--- config.mk ---
export PLATFORM = sky130hd
export DESIGN_NAME = rssc_exec
export DESIGN_NICKNAME = d
export VERILOG_FILES = /design/src/hw/rtl/rssc_pkg.sv /design/src/hw/rtl/rssc_exec.sv
export SDC_FILE = /design/constraint.sdc
export NUM_CORES = 1
export LEC_CHECK = 0
export BUFFER_PORTS_ARGS = -buffer_cell sky130_fd_sc_hd__buf_2
export CORE_MARGIN = 4
export CORE_UTILIZATION = 60
export DETAILED_ROUTE_END_ITERATION = 6
export PLACE_DENSITY = 0.9
export RECOVER_POWER = 50
export SYNTH_ARGS = -nofsm -noshare
export SYNTH_HDL_FRONTEND = slang
export SYNTH_SLANG_ARGS = --single-unit
export TNS_END_PERCENT = 30
--- constraint.sdc ---
create_clock -name vclk -period 12.5
set_input_delay 3.125 -clock vclk [all_inputs]
set_output_delay 3.125 -clock vclk [all_outputs]
set_load 0.02 [all_outputs]
--- src/hw/rtl/rssc_pkg.sv ---
// Package of shared types, codes and constants for the subset core.
`timescale 1ns / 1ps

package rssc_pkg;

  localparam int unsigned DATA_ADDR_W = 16;
  localparam int unsigned XLEN        = 32;
  localparam int unsigned REG_IDX_W   = 5;
  localparam int unsigned NUM_REGS    = 32;

  localparam logic [XLEN-1:0] HALT_WORD = '1;

  typedef enum logic [1:0] {
    ACT_EXEC  = 2'd0,
    ACT_WRITE = 2'd1,
    ACT_READ  = 2'd2
  } action_e;

  typedef enum logic [5:0] {
    OP_RTYPE = 6'b000000,
    OP_J     = 6'b000010,
    OP_LW    = 6'b100011,
    OP_SW    = 6'b101011,
    OP_ADDIU = 6'b001001
  } opcode_e;

  typedef enum logic [2:0] {
    FN_ADDU = 3'd1,
    FN_SUBU = 3'd3,
    FN_AND  = 3'd4,
    FN_OR   = 3'd5,
    FN_NOR  = 3'd7
  } funct_e;

  typedef struct packed {
    logic [1:0]  action;
    logic [31:0] instruction;
    logic [15:0] mem_address;
    logic [7:0]  mem_byte;
  } in_word_t;

  typedef struct packed {
    logic [31:0] next_pc;
    logic        halted;
    logic        reg_write_valid;
    logic [4:0]  reg_write_index;
    logic [31:0] reg_write_value;
    logic [7:0]  read_byte;
  } out_word_t;

  typedef struct packed {
    logic [XLEN-1:0]      npc;
    logic                 halted;
    logic                 wr;
    logic [REG_IDX_W-1:0] widx;
    logic [XLEN-1:0]      val;
    logic                 is_load;
    logic                 is_rdbyte;
  } ex_res_t;

  typedef struct packed {
    logic en;
    logic we;
    logic word;
  } mem_ctl_t;

endpackage

--- src/hw/rtl/rssc_exec.sv ---
// Execute logic: decode, ALU, branch and jump target, memory request for one word.
`timescale 1ns / 1ps

module rssc_exec #(
  parameter int unsigned DataAddrWidth = rssc_pkg::DATA_ADDR_W
) (
  input  rssc_pkg::in_word_t          item_i,
  input  logic [rssc_pkg::XLEN-1:0]   rs_val_i,
  input  logic [rssc_pkg::XLEN-1:0]   rt_val_i,
  input  logic [rssc_pkg::XLEN-1:0]   pc_i,
  input  logic                        halted_i,
  output rssc_pkg::ex_res_t           res_o,
  output rssc_pkg::mem_ctl_t          mem_ctl_o,
  output logic [DataAddrWidth-1:0]    mem_addr_o,
  output logic [rssc_pkg::XLEN-1:0]   mem_wdata_o
);

  logic [5:0]                     op;
  logic [2:0]                     funct;
  logic [rssc_pkg::REG_IDX_W-1:0] rt_idx, rd_idx;
  logic [rssc_pkg::XLEN-1:0]      sext, pc4, eff;

  assign op     = item_i.instruction[31:26];
  assign funct  = item_i.instruction[2:0];
  assign rt_idx = item_i.instruction[20:16];
  assign rd_idx = item_i.instruction[15:11];
  assign sext   = {{16{item_i.instruction[15]}}, item_i.instruction[15:0]};
  assign pc4    = pc_i + 32'd4;
  assign eff    = rs_val_i + sext;

  always_comb begin
    logic                           wr;
    logic                           ld;
    logic [rssc_pkg::REG_IDX_W-1:0] widx;
    logic [rssc_pkg::XLEN-1:0]      val;

    wr          = 1'b0;
    ld          = 1'b0;
    widx        = '0;
    val         = '0;
    res_o       = '0;
    res_o.npc   = pc_i;
    res_o.halted = halted_i;
    mem_ctl_o   = '0;
    mem_addr_o  = item_i.mem_address[DataAddrWidth-1:0];
    mem_wdata_o = {item_i.mem_byte, 24'd0};

    unique case (item_i.action)
      rssc_pkg::ACT_WRITE: begin
        mem_ctl_o.en = 1'b1;
        mem_ctl_o.we = 1'b1;
      end
      rssc_pkg::ACT_READ: begin
        mem_ctl_o.en    = 1'b1;
        res_o.is_rdbyte = 1'b1;
      end
      rssc_pkg::ACT_EXEC: begin
        if (!halted_i) begin
          if (item_i.instruction == rssc_pkg::HALT_WORD) begin
            res_o.halted = 1'b1;
          end else begin
            res_o.npc = pc4;
            unique case (op)
              rssc_pkg::OP_RTYPE: begin
                widx = rd_idx;
                wr   = 1'b1;
                unique case (funct)
                  rssc_pkg::FN_ADDU: val = rs_val_i + rt_val_i;
                  rssc_pkg::FN_SUBU: val = rs_val_i - rt_val_i;
                  rssc_pkg::FN_AND:  val = rs_val_i & rt_val_i;
                  rssc_pkg::FN_OR:   val = rs_val_i | rt_val_i;
                  rssc_pkg::FN_NOR:  val = ~(rs_val_i | rt_val_i);
                  default:           wr  = 1'b0;
                endcase
              end
              rssc_pkg::OP_J: begin
                res_o.npc = {pc4[31:28], item_i.instruction[25:0], 2'b00};
              end
              rssc_pkg::OP_LW: begin
                mem_ctl_o.en   = 1'b1;
                mem_ctl_o.word = 1'b1;
                mem_addr_o     = eff[DataAddrWidth-1:0];
                wr             = 1'b1;
                ld             = 1'b1;
                widx           = rt_idx;
              end
              rssc_pkg::OP_SW: begin
                mem_ctl_o.en   = 1'b1;
                mem_ctl_o.we   = 1'b1;
                mem_ctl_o.word = 1'b1;
                mem_addr_o     = eff[DataAddrWidth-1:0];
                mem_wdata_o    = rt_val_i;
              end
              rssc_pkg::OP_ADDIU: begin
                wr   = 1'b1;
                widx = rt_idx;
                val  = eff;
              end
              default: begin
                if (rs_val_i == rt_val_i) begin
                  res_o.npc = pc4 + {sext[29:0], 2'b00};
                end
              end
            endcase
          end
        end
      end
      default: ;
    endcase

    if (wr && widx == '0) begin
      wr = 1'b0;
    end
    res_o.wr      = wr;
    res_o.widx    = wr ? widx : '0;
    res_o.val     = (wr && !ld) ? val : '0;
    res_o.is_load = wr && ld;
  end

endmodule

==> key figures <==
Run status
  • Status: finished, violations left
  • Failing checks: design-rule violations, max-capacitance violations, max-slew violations

STA
  • Min Hold Slack: 6.54 ns
  • RSZ-0062 raised after global routing: no
  • Setup TNS: 0 ns
  • Max transition margin: -34.7%
  • Final WS setup: 0.877 ns
  • Final setup fails: 0
  • Slew Limit Fails: 53
  • Fin crit share: 93.0%
  • Worst-Margin Slew: 2.01 ns
  • Hold Fails Final Rpt: 0
  • Fmax: 86.0 MHz
  • Clock period minus worst slack: 11.62 ns

Floorplan
  • Die Span Y: 139 um
  • Initial core utilization: 61.5%
  • Die Width: 139 um
  • Core area: 16600 um^2
  • Cell Rows: 47
  • Number of I/O pins: 279
  • Die area: 19200 um^2

Synthesis
  • Cell count after synthesis: 1570
  • Post-Syn Nets: 1896
  • Part of the Yosys area used for sequential elements: 0%
  • Cell variety after synth: 86
  • Synthesis Warnings: 0
  • Avg Synthesized Cell Area: 6.51 um^2
  • Synthesized cell area: 10200 um^2

Placement
  • Post-Place Worst Slack: 1.63 ns
  • DP Area: 11600 um^2
  • Port buffer count: 279
  • DP Cell Count: 1993
  • Placer Congestion: 1.07
  • Post-DP HPWL: 33700 um

Layout
  • Post-layout util: 69.5%
  • Clock buf count: 0
  • Reg area: 0 um^2
  • Layout Nets: 2101
  • Design area: 11600 um^2
  • Area grow syn2layout: 13.1%
  • Most frequent cells in the layout: 222 x buf_2, 167 x ha_1, 152 x nor2_1
  • FFs & Latches: 0
  • Fraction of layout cells with a size suffix above 1: 15.4%
  • Most common cell after layout, fill and taps aside: buf_2
  • Post-route insts no fill: 1995
  • Fillers: 1552

Global routing
  • Number of global-route vias before repair: 12000
  • Total track usage: 40.0%
  • GRT overflow: 0
  • Initial antenna violation count: 4
  • Pin count of the biggest net entering global routing: 72
  • First-pass GRT wire length: 64100 um

Clock network
  • # resized after CTS: 0
  • Hold Buf Count CTS: 0
  • Setup bufs post-CTS: 0

Critical path
  • Setup CP Type: in -> out
  • CP Launch Point: item_i[26]
  • Critical Path RT: 9.38 ns
  • Worst Path Arrival: 8.50 ns
  • CP endpoint kind: output port
  • CP startpoint kind: primary input
  • Crit path max fanout: 51

Hold path
  • Hold Crit Start: pc_i[31]
  • Worst hold-check path type: in -> out

Route
  • Top Metal Used: met5
  • First DRT Iteration DRCs: 1822
  • Final ANT Viol Nets: 0
  • DR DRC count: 1
  • Vias per inst: 6.63
  • Metal-1 WL: 17200 um
  • WL/cell: 21.1 um
  • Vias: 13200
  • WL met3: 5430 um
  • Drt total wl: 42100 um
  • Pre-antenna DRT Iters: 7
  • Wire length on met2: 18100 um

Power
  • PD cells: 43.7 nW/um^2
  • P_leak: 5.55 nW
  • Overall Power: 506 uW
  • Peak supply drop: 0.0000258 V

Job
  • Max Cap Viol: 2
==> power breakdown <==
| part | switching, mW | leakage, nW | internal [mW] |
|---|---|---|---|
| clock network | 0 | 0.0000127 | 0.0000000214 |
| registers | 0 | 0 | 0 |
| logic | 0.315 | 5.55 | 0.191 |
| total | 0.315 | 5.55 | 0.191 |
==> Yosys cell counts, drive strengths merged (5+ instances only) <==
cell type  instances  area, um^2
buf               20         101
a21oi            146         734
nand3             42         215
and3              20         125
a222oi            10         100
o21ai            148         741
a211o              6        52.6
nand2            134         503
o211ai             6        45.0
a2111oi            5        50.0
nand2b            19         119
or3                5        36.3
o22ai             12        75.1
nor2             153         577
a31o               5        43.8
clkbuf            67         251
a221oi            12         111
mux2              13         146
inv              125         469
nand3b             5        37.5
and2               9        56.3
o221ai             5        43.8
nor3              26         130
a21o              54         405
a211oi            23         173
o21a              11        82.6
xnor2             75         657
nand4             14        87.6
a32oi              5        43.8
a41oi              5        51.3
or2                7        43.8
o21bai            28         210
a21boi             7        52.6
xor2              30         263
or4                5        37.5
mux2i             17         170
nor4              10        83.8
a22oi             27         203
o31ai             14         110
nor2b             13        81.3
a31oi             16         100
ha               167        2090
==> worst paths after layout <==
check	endpoint	depth (start not counted)	slack [ns]
max	res_o[16]	13	0.88
min	res_o[72]	3	6.54
==> per-layer routing <==
metal	up-vias	global-route usage [%]
met5	-	0
met4	4	10.4
met3	115	9.10
met2	949	64.0
met1	6059	54.3
li1	6109	-
==> worst max-delay path, stage by stage <==
cell	delay, ns
clkbuf_1	1.28
nand4_1	0.17
nor4_1	0.36
nand4_1	0.26
nand3b_1	0.16
buf_4	0.41
a21o_1	0.35
or2_0	1.00
nor2_1	0.15
nand2_1	0.62
o22ai_1	0.19
a21o_1	0.20
buf_2	0.16
==> cell families after synthesis <==
| logic type | synth area share [%] |
|---|---|
| buf+inv | 8.04 |
| compound gates | 36.7 |
| mux | 3.10 |
| xor+xnor | 8.99 |
| fa+ha+maj | 21.2 |
| simple gates | 22.0 |
==> layout make-up <==
| cell class | count | area (um^2) | area share, % |
|---|---|---|---|
| Multi-Input combinational cell | 1358 | 9410 | 81.3 |
| Timing Repair Buffer | 290 | 1410 | 12.2 |
| Tap cell | 220 | 275 | 2.38 |
| Antenna cell | 2 | 5.00 | 0.0433 |
| Inverter | 125 | 469 | 4.06 |
(Power assumes the default switching activity.)
