### src/hw/rtl/rssc_pkg.sv
// Package of shared types, codes and constants for the subset core.
`timescale 1ns / 1ps

package rssc_pkg;

  localparam int unsigned DATA_ADDR_W = 16;
  localparam int unsigned XLEN        = 32;
  localparam int unsigned REG_IDX_W   = 5;
  localparam int unsigned NUM_REGS    = 32;

  localparam logic [XLEN-1:0] HALT_WORD = '1;

  typedef enum logic [1:0] {
    ACT_EXEC  = 2'd0,
    ACT_WRITE = 2'd1,
    ACT_READ  = 2'd2
  } action_e;

  typedef enum logic [5:0] {
    OP_RTYPE = 6'b000000,
    OP_J     = 6'b000010,
    OP_LW    = 6'b100011,
    OP_SW    = 6'b101011,
    OP_ADDIU = 6'b001001
  } opcode_e;

  typedef enum logic [2:0] {
    FN_ADDU = 3'd1,
    FN_SUBU = 3'd3,
    FN_AND  = 3'd4,
    FN_OR   = 3'd5,
    FN_NOR  = 3'd7
  } funct_e;

  typedef struct packed {
    logic [1:0]  action;
    logic [31:0] instruction;
    logic [15:0] mem_address;
    logic [7:0]  mem_byte;
  } in_word_t;

  typedef struct packed {
    logic [31:0] next_pc;
    logic        halted;
    logic        reg_write_valid;
    logic [4:0]  reg_write_index;
    logic [31:0] reg_write_value;
    logic [7:0]  read_byte;
  } out_word_t;

  typedef struct packed {
    logic [XLEN-1:0]      npc;
    logic                 halted;
    logic                 wr;
    logic [REG_IDX_W-1:0] widx;
    logic [XLEN-1:0]      val;
    logic                 is_load;
    logic                 is_rdbyte;
  } ex_res_t;

  typedef struct packed {
    logic en;
    logic we;
    logic word;
  } mem_ctl_t;

endpackage

### src/hw/rtl/rssc_regfile.sv
// Register file: 32 entries, two registered read ports with write bypass, reset to zero.
`timescale 1ns / 1ps

module rssc_regfile (
  input  logic                            clk_i,
  input  logic                            rst_ni,
  input  logic                            rd_en_i,
  input  logic [rssc_pkg::REG_IDX_W-1:0]  rd_addr_a_i,
  input  logic [rssc_pkg::REG_IDX_W-1:0]  rd_addr_b_i,
  output logic [rssc_pkg::XLEN-1:0]       rd_data_a_o,
  output logic [rssc_pkg::XLEN-1:0]       rd_data_b_o,
  input  logic                            wr_en_i,
  input  logic [rssc_pkg::REG_IDX_W-1:0]  wr_addr_i,
  input  logic [rssc_pkg::XLEN-1:0]       wr_data_i
);

  logic [rssc_pkg::XLEN-1:0]     mem_q [rssc_pkg::NUM_REGS];
  logic [rssc_pkg::NUM_REGS-1:0] vld_q;
  logic [rssc_pkg::XLEN-1:0]     rd_a_d, rd_a_q, rd_b_d, rd_b_q;

  always_comb begin
    if (wr_en_i && wr_addr_i == rd_addr_a_i) begin
      rd_a_d = wr_data_i;
    end else if (vld_q[rd_addr_a_i]) begin
      rd_a_d = mem_q[rd_addr_a_i];
    end else begin
      rd_a_d = '0;
    end
    if (wr_en_i && wr_addr_i == rd_addr_b_i) begin
      rd_b_d = wr_data_i;
    end else if (vld_q[rd_addr_b_i]) begin
      rd_b_d = mem_q[rd_addr_b_i];
    end else begin
      rd_b_d = '0;
    end
  end

  always_ff @(posedge clk_i) begin
    if (wr_en_i) begin
      mem_q[wr_addr_i] <= wr_data_i;
    end
    if (rd_en_i) begin
      rd_a_q <= rd_a_d;
      rd_b_q <= rd_b_d;
    end
  end

  always_ff @(posedge clk_i or negedge rst_ni) begin
    if (!rst_ni) begin
      vld_q <= '0;
    end else if (wr_en_i) begin
      vld_q[wr_addr_i] <= 1'b1;
    end
  end

  assign rd_data_a_o = rd_a_q;
  assign rd_data_b_o = rd_b_q;

endmodule

### config.mk
export PLATFORM = sky130hd
export DESIGN_NAME = rssc_regfile
export DESIGN_NICKNAME = d
export VERILOG_FILES = /design/src/hw/rtl/rssc_pkg.sv /design/src/hw/rtl/rssc_regfile.sv
export SDC_FILE = /design/constraint.sdc
export NUM_CORES = 2
export LEC_CHECK = 0
export ABC_AREA = 1
export BUFFER_PORTS_ARGS = -buffer_cell sky130_fd_sc_hd__buf_2
export CELL_PAD_IN_SITES_DETAIL_PLACEMENT = 0
export CELL_PAD_IN_SITES_GLOBAL_PLACEMENT = 2
export CORE_AREA = 2 2 471 426
export CTS_BUF_LIST = sky130_fd_sc_hd__clkbuf_16
export DETAILED_ROUTE_END_ITERATION = 12
export DIE_AREA = 0 0 473 428
export PLACE_DENSITY = 0.71
export REMOVE_ABC_BUFFERS = 1
export SYNTH_ARGS = -nofsm -noshare
export SYNTH_HDL_FRONTEND = slang
export SYNTH_SLANG_ARGS = --single-unit
### constraint.sdc
create_clock -name clk_i -period 1.46 [get_ports clk_i]
set_input_delay 0.146 -clock clk_i [delete_from_list [all_inputs] [get_ports clk_i]]
set_output_delay 0.146 -clock clk_i [all_outputs]
set_load 0.005 [all_outputs]
==> results.ini <==
[placed_design]
placed_cells_incl_taps=9795
dp_slack_ps=-695
detailed_place_hpwl_mm=160
gp_congestion=0.856
number_of_input_and_output_port_buffers_inserted=114

[clock_network]
tritoncts=yes
num_cts_buffers=139
clock_insertion_delay_worst_skew_ps=800
clkSlewWorstSetupHoldPaths_ps=60
cts-root-buf=sky130_fd_sc_hd__clkbuf_16
ctsHtreeMaxLevel=4
cts.path.max_buffers=3
cts.sinks=1120

[critical_path]
critical_path.startpoint_type=register
setup.worst_path.class=register to register
critical_path_arrival_ps=2310
regToRegStartpoint=vld_q[5]$_DFFE_PN0P_
worst_setup_path_end_kind=register
cp_data_required_time_ps=2010
timing.rr.end=rd_data_a_o[13]$_DFFE_PP_
worstPathMaxFanout=8
r2r.worst_path.cells=11
regToRegSetupSlack_ps=-300

[logic_synthesis]
synthesis.instances=6974
synthXorXnorAreaFrac_pct=0
yosys_register_bits=1120
dominant_combinational_cell_family_by_area_after_synthesis=simple AND/OR/NAND/NOR gates
syn-cell-area_sq_um=59000
post_synth.cell_area_avg_sq_um=8.46
synth.area.mux_share_pct=0
post_synth_cell_types=22
synth_simple_gate_area_share_pct=30.5
post_synth_fa_ha_maj_area_fraction_pct=0
synth_sequential_area_ratio_pct=56.7
synth-compound-area-share_pct=2.71
synth_warn=0

[grt]
globalRoute.totalOverflow=0
grt_util_met2_pct=38.6
number_of_antenna_violations_at_the_first_check_in_global_routing=10
first_pass_grt_wire_length_mm=364
gr-usage-met3_pct=3.66
track_usage_pct=24.7
global_route.usage.met1_pct=35.2
grt_pass1_vias=49500
largest_net_degree_at_the_start_of_global_routing=71
busiest_layer=met2

[power_and_ir_drop]
seq_power_share_pct=45.5
ir_worst_vdd_uv=1230
cellInternalPower_mw=58.2
power.leakage_nw=31.8
power.switching_mw=21.4
comb_power_share_pct=13.0
share_clk_of_total_power_pct=41.5
power_density_nw_per_um2=1080
sw_frac_of_total_pct=26.9

[route]
first_pass_iters=6
antenna_violating_nets_post_route=0
route.vias.total=52000
routed_via_density=5.15
routedWlPerCell_um=25.5
drt_iter0_markers=5657
route.detailed.drc=0
postRouteWirelength_mm=257

[die]
die_h_um=428
start_util_pct=29.9
row_count=155
die_area_sq_um=202000
chip_width_um=473
core_area_sq_um=197000
top_level_ports=115

[sta]
slew_violations=0
rsz0062_at_grt=true
timing.fmax_ghz=0.569
timing.hold.ws_ps=87.4
min_period_ps=1760
finClkSkew_ps=31.7
worst_slew_margin_rel_pct=53.7
final.setup.worst_slack_ps=-298
worst_pin_slew_ps=694
hold_violations=0
period_utilization_pct=120
setup_viol=103

[outcome]
outcome=complete, but fails checks
violations=setup timing

[min_path]
hold_depth=5
tightest_hold_check_type=input port to register
holdCritStartpoint=wr_addr_i[2]
hold-path-endpoint=vld_q[13]$_DFFE_PN0P_

[finish]
nNetsFinal=7441
syn_to_final_growth_pct=24.8
post_route_cells_drive_above_1_share_pct=14.3
fin_cells=10100

[flow_run]
max-cap-violations=0

[logic make-up after synthesis]
family | after synthesis
and+or+nand+nor | 4222
buffers and inverters | 1412
DFF | 1120
AOI/OAI and AO/OA | 220
[registers in the layout (all words and copies together) (netlist names)]
name and flops:
rd_data_b_o 32, mem_q 1024, vld_q 32, rd_data_a_o 32
[power by group through the flow]
stage | clock network (mW) | registers, mW | logic (mW)
detailed placement | 0 | 36.9 | 9.79
CTS | 33.7 | 36.2 | 10.2
global placement | 0 | 36.9 | 9.82
floorplan | 0 | 36.8 | 3.89
finish | 33.0 | 36.2 | 10.4
global route | 34.9 | 36.3 | 11.1
[worst max-delay path, cell delays in order, from the launching register on]
cell and delay, ps:
sky130_fd_sc_hd__dfrtp_1 370, sky130_fd_sc_hd__inv_2 80, sky130_fd_sc_hd__nand2_1 60, sky130_fd_sc_hd__nand3_1 80
sky130_fd_sc_hd__nand3_1 90, sky130_fd_sc_hd__nand3_2 90, sky130_fd_sc_hd__nand2_2 80, sky130_fd_sc_hd__nand2_4 100
sky130_fd_sc_hd__nand2_8 130, sky130_fd_sc_hd__clkbuf_16 250, sky130_fd_sc_hd__nand3_2 120, sky130_fd_sc_hd__nand2_1 60
[timing repair]
item	in CTS	in global routing
setup endpoints to repair	128	158
setup buffers	0	2
gates cloned	2	2
hold endpoints to repair	1078	0
hold buffers	38	0
pin swaps	40	25
resized for setup	117	40
[cell usage in the layout (no fill, tap or decap), types with 5 or more instances in the layout]
cell | netlist | layout
sky130_fd_sc_hd__edfxtp_1 | 1088 | 1088
sky130_fd_sc_hd__clkinv_2 | 0 | 17
sky130_fd_sc_hd__inv_8 | 0 | 7
sky130_fd_sc_hd__buf_2 | 268 | 101
sky130_fd_sc_hd__nand3_2 | 1 | 48
sky130_fd_sc_hd__clkinvlp_4 | 0 | 8
sky130_fd_sc_hd__buf_12 | 0 | 236
sky130_fd_sc_hd__o211ai_1 | 192 | 192
sky130_fd_sc_hd__dfrtp_1 | 32 | 32
sky130_fd_sc_hd__bufinv_16 | 0 | 5
sky130_fd_sc_hd__nand2_1 | 2386 | 2356
sky130_fd_sc_hd__or2_2 | 16 | 16
sky130_fd_sc_hd__nor2_1 | 142 | 110
sky130_fd_sc_hd__inv_2 | 6 | 16
sky130_fd_sc_hd__buf_4 | 78 | 355
sky130_fd_sc_hd__dlygate4sd3_1 | 0 | 38
sky130_fd_sc_hd__buf_6 | 2 | 5
sky130_fd_sc_hd__nor2_4 | 0 | 32
sky130_fd_sc_hd__o22ai_1 | 6 | 6
sky130_fd_sc_hd__nand3_4 | 0 | 25
sky130_fd_sc_hd__clkbuf_16 | 0 | 147
sky130_fd_sc_hd__inv_1 | 931 | 951
sky130_fd_sc_hd__buf_8 | 0 | 5
sky130_fd_sc_hd__o21ai_0 | 18 | 18
sky130_fd_sc_hd__clkinv_1 | 2 | 20
sky130_fd_sc_hd__nand2_2 | 2 | 28
sky130_fd_sc_hd__nand3_1 | 1675 | 1603
[cell type report]
| type | instances | area, sq um |
|---|---|---|
| Fill cell | 20000 | 124000 |
| Sequential cell | 1120 | 33500 |
| Multi-Input combinational cell | 4442 | 20500 |
| Timing Repair Buffer | 748 | 8590 |
| Clock buffer | 145 | 3630 |
| Inverter | 939 | 3580 |
| Tap cell | 2590 | 3240 |
| Clock inverter | 93 | 597 |
| Antenna cell | 3 | 7.51 |
[Yosys cell counts (all sizes together)]
library cell,instances,area [sq um]
a21oi,3,18.8
a221oi,1,8.76
buf,388,2100
clkbuf,85,319
clkinv,2,7.51
dfrtp,32,801
edfxtp,1088,32700
inv,937,3520
nand2,2388,8970
nand3,1676,8390
nor2,142,533
o211ai,192,1440
o21ai,18,90.1
o22ai,6,37.5
or2,16,100
[metal layers]
metal	wire, um	up-vias
met4	8230	2
met2	116000	2028
met5	11	-
met3	17300	410
met1	116000	25700
li1	-	23800
[per-stage QoR]
stage | cell area, sq um | power [mW] | util [%] | setup TNS (ps)
2_1_floorplan | 56600 | 40.7 | - | -1101430
3_3_place_gp | 68200 | 46.7 | 34.5 | -258080
3_5_place_dp | 68200 | 46.7 | 34.5 | -248330
4_1_cts | 73400 | 80.1 | 37.2 | -21620
5_1_grt | 73600 | 82.3 | 37.3 | -25670
6_report | 73600 | 79.6 | 37.3 | -19570
[worst max path at each step]
stage	to	cells after the start	start	slack, ps
final	rd_data_a_o[13]$_DFFE_PP_	11	vld_q[5]$_DFFE_PN0P_	-300
after global routing	rd_data_a_o[28]$_DFFE_PP_	11	vld_q[0]$_DFFE_PN0P_	-350
after CTS	rd_data_a_o[6]	1	rd_data_a_o[6]$_DFFE_PP_	-290
after detailed placement	rd_data_b_o[10]$_DFFE_PP_	9	rd_addr_b_i[0]	-690
after global placement	rd_data_b_o[10]$_DFFE_PP_	12	rd_addr_b_i[0]	-760
after floorplan	rd_data_b_o[0]$_DFFE_PP_	7	rd_addr_b_i[0]	-3610
Power figures use the tool's default switching activity.
